[config.mk]
export PLATFORM = sky130hd
export DESIGN_NAME = ostk_ctrl
export DESIGN_NICKNAME = d
export VERILOG_FILES = /design/src/ostk_pkg.sv /design/src/ostk_ctrl.sv
export SDC_FILE = /design/constraint.sdc
export NUM_CORES = 1
export LEC_CHECK = 0
export ABC_AREA = 1
export BUFFER_PORTS_ARGS = -buffer_cell sky130_fd_sc_hd__buf_2
export CAP_MARGIN = 20
export CORE_UTILIZATION = 40
export CTS_BUF_LIST = sky130_fd_sc_hd__clkbuf_2
export DETAILED_ROUTE_END_ITERATION = 10
export GPL_TIMING_DRIVEN = 0
export SLEW_MARGIN = 5
export SYNTH_ARGS = -nofsm -noshare
export SYNTH_HDL_FRONTEND = slang
export SYNTH_SLANG_ARGS = --single-unit
[constraint.sdc]
create_clock -name clk -period 10.83 [get_ports clk]
set_input_delay 2.166 -clock clk [delete_from_list [all_inputs] [get_ports clk]]
set_output_delay 2.166 -clock clk [all_outputs]
set_load 0.005 [all_outputs]
[src/ostk_pkg.sv]
`timescale 1ns / 1ps
// Shared types and constants for the operand stack with reverse.
// No dependencies; imported by every module of the block.
package ostk_pkg;

    localparam int STACK_DEPTH_DEF = 1024;

    localparam int MODE_W   = 3;
    localparam int WORD_W   = 64;
    localparam int COUNT_W  = 11;
    localparam int SLOT_W   = 10;
    localparam int FIELD_W  = 11;   // fill and top_slot result fields
    localparam int STATUS_W = 3;

    typedef enum logic [MODE_W-1:0] {
        MODE_PUSH  = 3'd0,
        MODE_POP   = 3'd1,
        MODE_PEEK  = 3'd2,
        MODE_REV   = 3'd3,
        MODE_CHECK = 3'd4
    } mode_t;

    typedef enum logic [STATUS_W-1:0] {
        STS_OK       = 3'd0,
        STS_OVERFLOW = 3'd1,
        STS_UNDERFLW = 3'd2,
        STS_REV_LONG = 3'd3,
        STS_RANGE    = 3'd4,
        STS_DEAD     = 3'd5
    } status_t;

    typedef enum logic [2:0] {
        ST_IDLE,
        ST_CHECK,
        ST_READ,
        ST_SW_RDA,
        ST_SW_RDB,
        ST_SW_WRA,
        ST_SW_WRB
    } state_t;

    typedef struct packed {
        logic [MODE_W-1:0]  mode;
        logic [WORD_W-1:0]  push_value;
        logic [COUNT_W-1:0] count;
        logic [SLOT_W-1:0]  slot_address;
    } cmd_t;

    typedef struct packed {
        logic [WORD_W-1:0]   read_value;
        logic [FIELD_W-1:0]  fill;
        logic [FIELD_W-1:0]  top_slot;
        logic [STATUS_W-1:0] status;
    } rsp_t;

endpackage

[src/ostk_ctrl.sv]
`timescale 1ns / 1ps
// Sequencer for the operand stack: bounds checks, top pointer and swap loop,
// all slot addresses through one shared adder. Depends on ostk_pkg.
module ostk_ctrl
    import ostk_pkg::*;
#(
    parameter int DEPTH = STACK_DEPTH_DEF,
    parameter int IDX_W = $clog2(STACK_DEPTH_DEF),
    parameter int PTR_W = $clog2(STACK_DEPTH_DEF + 1),
    parameter int CMP_W = FIELD_W
)
(
    input  logic              clk,
    input  logic              rst_n,
    input  logic              start,
    output logic              busy,
    input  cmd_t              cmd,
    output logic              done,
    output rsp_t              rsp,
    output logic              wr_en,
    output logic [IDX_W-1:0]  addr,
    output logic [WORD_W-1:0] wr_data,
    input  logic [WORD_W-1:0] rd_data
);

    localparam logic [CMP_W-1:0] DEPTH_W = CMP_W'(DEPTH);
    localparam logic [PTR_W-1:0] EMPTY_P = PTR_W'(DEPTH);

    state_t            state_reg, state_next;
    cmd_t              cmd_reg, cmd_next;
    logic [PTR_W-1:0]  top_reg, top_next;
    logic [IDX_W-1:0]  lo_reg, lo_next;
    logic [IDX_W-1:0]  hi_reg, hi_next;
    logic [WORD_W-1:0] tmp_reg, tmp_next;
    rsp_t              rsp_reg, rsp_next;
    logic              done_reg;

    logic              finish;
    status_t           fin_status;
    logic [WORD_W-1:0] fin_value;

    // shared address adder
    logic [CMP_W-1:0]  off;
    logic [CMP_W-1:0]  sum;

    logic [CMP_W-1:0]  cnt_w;
    logic [CMP_W-1:0]  cnt_m1;
    logic [CMP_W-1:0]  fill_w;
    logic [CMP_W-1:0]  slot_w;
    logic [CMP_W-1:0]  top_after;
    logic [CMP_W-1:0]  fill_after;
    logic [IDX_W:0]    lo_plus2;

    assign sum    = CMP_W'(top_reg) + off;
    assign addr   = sum[IDX_W-1:0];
    assign cnt_w  = CMP_W'(cmd_reg.count);
    assign cnt_m1 = cnt_w - CMP_W'(1);
    assign fill_w = DEPTH_W - CMP_W'(top_reg);
    assign slot_w = CMP_W'(cmd_reg.slot_address);
    assign lo_plus2 = {1'b0, lo_reg} + (IDX_W + 1)'(2);

    always_ff @(posedge clk or negedge rst_n)
    begin
        if (!rst_n)
        begin
            state_reg <= ST_IDLE;
            top_reg   <= EMPTY_P;
            done_reg  <= 1'b0;
        end
        else
        begin
            state_reg <= state_next;
            top_reg   <= top_next;
            done_reg  <= finish;
        end
    end

    always_ff @(posedge clk)
    begin
        cmd_reg <= cmd_next;
        lo_reg  <= lo_next;
        hi_reg  <= hi_next;
        tmp_reg <= tmp_next;
        rsp_reg <= rsp_next;
    end

    always_comb
    begin
        state_next = state_reg;
        cmd_next   = cmd_reg;
        top_next   = top_reg;
        lo_next    = lo_reg;
        hi_next    = hi_reg;
        tmp_next   = tmp_reg;
        off        = '0;
        wr_en      = 1'b0;
        wr_data    = cmd_reg.push_value;
        finish     = 1'b0;
        fin_status = STS_OK;
        fin_value  = '0;

        case (state_reg)
            ST_IDLE:
            begin
                if (start)
                begin
                    cmd_next   = cmd;
                    state_next = ST_CHECK;
                end
            end

            ST_CHECK:
            begin
                case (cmd_reg.mode)
                    MODE_PUSH:
                    begin
                        off    = '1;    // top - 1
                        finish = 1'b1;
                        if (top_reg == '0)
                        begin
                            fin_status = STS_OVERFLOW;
                        end
                        else
                        begin
                            wr_en    = 1'b1;
                            top_next = sum[PTR_W-1:0];
                        end
                    end
                    MODE_POP:
                    begin
                        if (top_reg == EMPTY_P)
                        begin
                            fin_status = STS_UNDERFLW;
                            finish     = 1'b1;
                        end
                        else
                        begin
                            state_next = ST_READ;
                        end
                    end
                    MODE_PEEK:
                    begin
                        off = cnt_w;
                        if (cnt_w >= fill_w)
                        begin
                            fin_status = STS_RANGE;
                            finish     = 1'b1;
                        end
                        else
                        begin
                            state_next = ST_READ;
                        end
                    end
                    MODE_REV:
                    begin
                        if (cnt_w > fill_w)
                        begin
                            fin_status = STS_REV_LONG;
                            finish     = 1'b1;
                        end
                        else if (cnt_w < CMP_W'(2))
                        begin
                            finish = 1'b1;
                        end
                        else
                        begin
                            lo_next    = '0;
                            hi_next    = cnt_m1[IDX_W-1:0];
                            state_next = ST_SW_RDA;
                        end
                    end
                    MODE_CHECK:
                    begin
                        finish = 1'b1;
                        if (slot_w < CMP_W'(top_reg) || slot_w >= DEPTH_W)
                        begin
                            fin_status = STS_DEAD;
                        end
                    end
                    default:
                    begin
                        finish = 1'b1;
                    end
                endcase
            end

            ST_READ:
            begin
                finish    = 1'b1;
                fin_value = rd_data;
                if (cmd_reg.mode == MODE_POP)
                begin
                    top_next = top_reg + PTR_W'(1);
                end
            end

            ST_SW_RDA:
            begin
                off        = CMP_W'(lo_reg);
                state_next = ST_SW_RDB;
            end

            ST_SW_RDB:
            begin
                off        = CMP_W'(hi_reg);
                tmp_next   = rd_data;   // lower word
                state_next = ST_SW_WRA;
            end

            ST_SW_WRA:
            begin
                off        = CMP_W'(lo_reg);
                wr_en      = 1'b1;
                wr_data    = rd_data;   // upper word
                state_next = ST_SW_WRB;
            end

            ST_SW_WRB:
            begin
                off     = CMP_W'(hi_reg);
                wr_en   = 1'b1;
                wr_data = tmp_reg;
                lo_next = lo_reg + IDX_W'(1);
                hi_next = hi_reg - IDX_W'(1);
                if (lo_plus2 < {1'b0, hi_reg})
                begin
                    state_next = ST_SW_RDA;
                end
                else
                begin
                    finish = 1'b1;
                end
            end

            default:
            begin
                state_next = ST_IDLE;
            end
        endcase

        if (finish)
        begin
            state_next = ST_IDLE;
        end
    end

    assign top_after  = CMP_W'(top_next);
    assign fill_after = DEPTH_W - top_after;

    always_comb
    begin
        rsp_next = rsp_reg;
        if (finish)
        begin
            rsp_next.read_value = fin_value;
            rsp_next.fill       = fill_after[FIELD_W-1:0];
            rsp_next.top_slot   = top_after[FIELD_W-1:0];
            rsp_next.status     = fin_status;
        end
    end

    assign busy = (state_reg != ST_IDLE);
    assign done = done_reg;
    assign rsp  = rsp_reg;

endmodule

==> impl_metrics.csv <==
group,metric,value,unit
run_status,status,"completed",
routing,num_vias,10800,
worst_setup_path,end_kind,"output pin",
worst_setup_path,cp.required,8660,ps
routing,postRouteAntennaNets,0,
clock_tree,cts.repair.resized,0,
yosys,synth-edff-count,260,
cells_and_area,final_util,50.2,%
placed_design,post_dp_cell_area,15700,µm²
routing,avgRoutedWirePerCell,18.5,µm
routing,routed-wl-met2,19500,µm
yosys,syn-num-nets,1463,
yosys,ys_types,44,
cells_and_area,design_area,16400,µm²
yosys,syn_inst,1262,
global_routing,grt_use_total,23.9,%
cells_and_area,largest_reg_flops,88,
worst_setup_path,worst_ep_arrival_time,4000,ps
placed_design,place_hpwl,29800,µm
cells_and_area,fin_nets,1869,
yosys,synth_top_cell_area_share,58.3,%
global_routing,grt_pass1_wl,60300,µm
clock_tree,clk_pin_slew,100,ps
cells_and_area,final_common_cell,"buf_2",
clock_tree,cts_tree,"yes",
timing,setup_viol,0,
worst_setup_path,path_class,"flip-flop to output pin",
floorplan,core_area,32700,µm²
placed_design,portBuffers,320,
floorplan,initial_core_util,40.9,%
timing,relSlewSlack,36.1,%
cells_and_area,num-fill-cells,3215,
clock_tree,clockBufferDepth,3,
timing,worst_slew_pin_slew,959,ps
routing,viasPerCell,4.97,
routing,met1_length,15700,µm
clock_tree,clockRootBuffer,"clkbuf_2",
placed_design,routabilityCongestion,0.916,
timing,rsz0062_at_grt,"no",
timing,tns,0,ps
timing,finalHoldViolCount,0,
timing,min_period,6170,ps
global_routing,antenna_found_initial,17,
cells_and_area,multiInputGateArea,4370,µm²
pwr,p_per_area,263,nW/µm²
timing,fmax,162,MHz
clock_tree,cts_made_buffers,76,
clock_tree,postCtsHoldBufs,0,
routing,drc,0,
yosys,ys.flop_type,"edfxtp_1",
routing,wl_met3,3580,µm
yosys,seq_area_frac_synth,61.1,%
yosys,ys_warn_count,0,
job,max_cap_violations,0,
routing,routed.top_layer,"met5",
pwr,finalPower,4310,µW
timing,slew_violations,0,
cells_and_area,layout_common_cells,"buf_2 (329), nand2_1 (291), edfxtp_1 (260)",
global_routing,grt_max_degree,36,
timing,fin_crit_sh,57.0,%
yosys,syn-cell-area,13400,µm²
worst_hold_path,hold_path.class,"flip-flop to flip-flop",
pwr,vdd_drop_max,113,µV
floorplan,die_w,185,µm
cells_and_area,register_area,8180,µm²
yosys,ys_top_cells_by_area,"edfxtp_1 (58%), nand2_1 (8.2%), ha_1 (4.2%)",
routing,drt_iter0_drc,631,
yosys,avgSynthCellArea,10.6,µm²
global_routing,grt_pass1_vias,10900,
pwr,p_leak,0.00738,µW
clock_tree,cts.htree.levels,3,
clock_tree,post_cts_buffers,0,
clock_tree,cts.sinks,275,
yosys,yosysTopAreaCell,"edfxtp_1",
cells_and_area,drive_above_1_share,31.2,%
routing,wl,40200,µm
floorplan,die_y,185,µm
floorplan,io_pins,321,
floorplan,num_rows,66,
global_routing,grt-ovfl-total,0,
yosys,yosys_register_bits,275,
cells_and_area,syn2layout_area_growth,22.6,%
worst_setup_path,cp_max_fo,10,
clock_tree,clock_latency,970,ps
yosys,ys_async_sr_fraction,5.45,%
worst_setup_path,worstSetupStartpointType,"flip-flop",
routing,dr.pass1.iters,5,
floorplan,dieArea,34200,µm²
timing,finClkSkew,114,ps
==> synthesized netlist by cell type, drive strengths merged (14+ instances only) <==
| cell type | number |
|---|---|
| a21oi | 29 |
| buf | 23 |
| clkbuf | 19 |
| dfrtp | 14 |
| edfxtp | 260 |
| ha | 45 |
| inv | 163 |
| nand2 | 303 |
| nand3 | 64 |
| nand4 | 23 |
| nor2 | 139 |
| nor3 | 19 |
| o211ai | 69 |
| o21ai | 38 |
| xor2 | 27 |
==> cells by family after synthesis <==
kind of cell,after synthesis,synth area share [%]
compound gates,151,7.42
simple gates,551,18.6
flops,275,61.1
xor+xnor,32,2.09
buf+inv,207,6.43
fa+ha+maj,46,4.36
==> power breakdown <==
group	total [µW]	internal, µW	switching [µW]	leakage [µW]
clock	733	297	437	0.000508
combinational	1850	661	1180	0.00424
sequential	1730	1600	128	0.00263
total	4310	2560	1750	0.00738
==> metal layers <==
layer / global-route usage [%] / vias to the layer above
met2: 39.4 / 405
li1: - / 5185
met1: 26.9 / 5054
met3: 9.81 / 105
met5: 0 / -
met4: 11.4 / 16
==> critical path, stage by stage, from the launching register on <==
cell and delay, ps:
dfrtp_1 430, inv_2 220, nand3_4 200, nor3_1 260, clkbuf_1 350, o21ai_0 160
o211ai_1 140, ha_1 310, fa_1 290, nand3_1 120, nand2_1 130, nand3_1 100
nand2_1 70, nand2_1 50, nand2_1 100, inv_1 40, buf_2 120
==> path summary, 6_finish.rpt <==
path	start	to	slack (ps)	cells after the start
max	state_reg[2]	addr[8]	4660	16
min	state_reg[1]	state_reg[2]	630	1
max reg2reg	top_reg[0]	rsp[69]	6570	19
min reg2reg	state_reg[1]	state_reg[2]	630	1
max in group asynchronous	rst_n	top_reg[10]	9230	1
min in group asynchronous	rst_n	state_reg[1]	1180	1
==> per-stage QoR <==
step | setup slack (ps) | hold slack, ps | std cells
4_1_cts | 4580 | 605 | 2156
3_5_place_dp | 5680 | 588 | 2032
2_1_floorplan | 4450 | 544 | 1262
5_1_grt | 4300 | 627 | 2165
3_3_place_gp | 1790 | 570 | 2024
6_report | 4660 | 625 | 2167
==> area by class of cell <==
type                       instances  share of cell area [%]
clock buffer                     112                    3.42
buffer                            42                    1.40
clock inverter                    12                   0.534
inverter                         165                    3.85
sequential                       275                    49.9
timing repair buffer             328                    10.8
multi-input combinational        780                    26.6
antenna                           11                   0.168
tap                              442                    3.37
(Power assumes the default switching activity.)
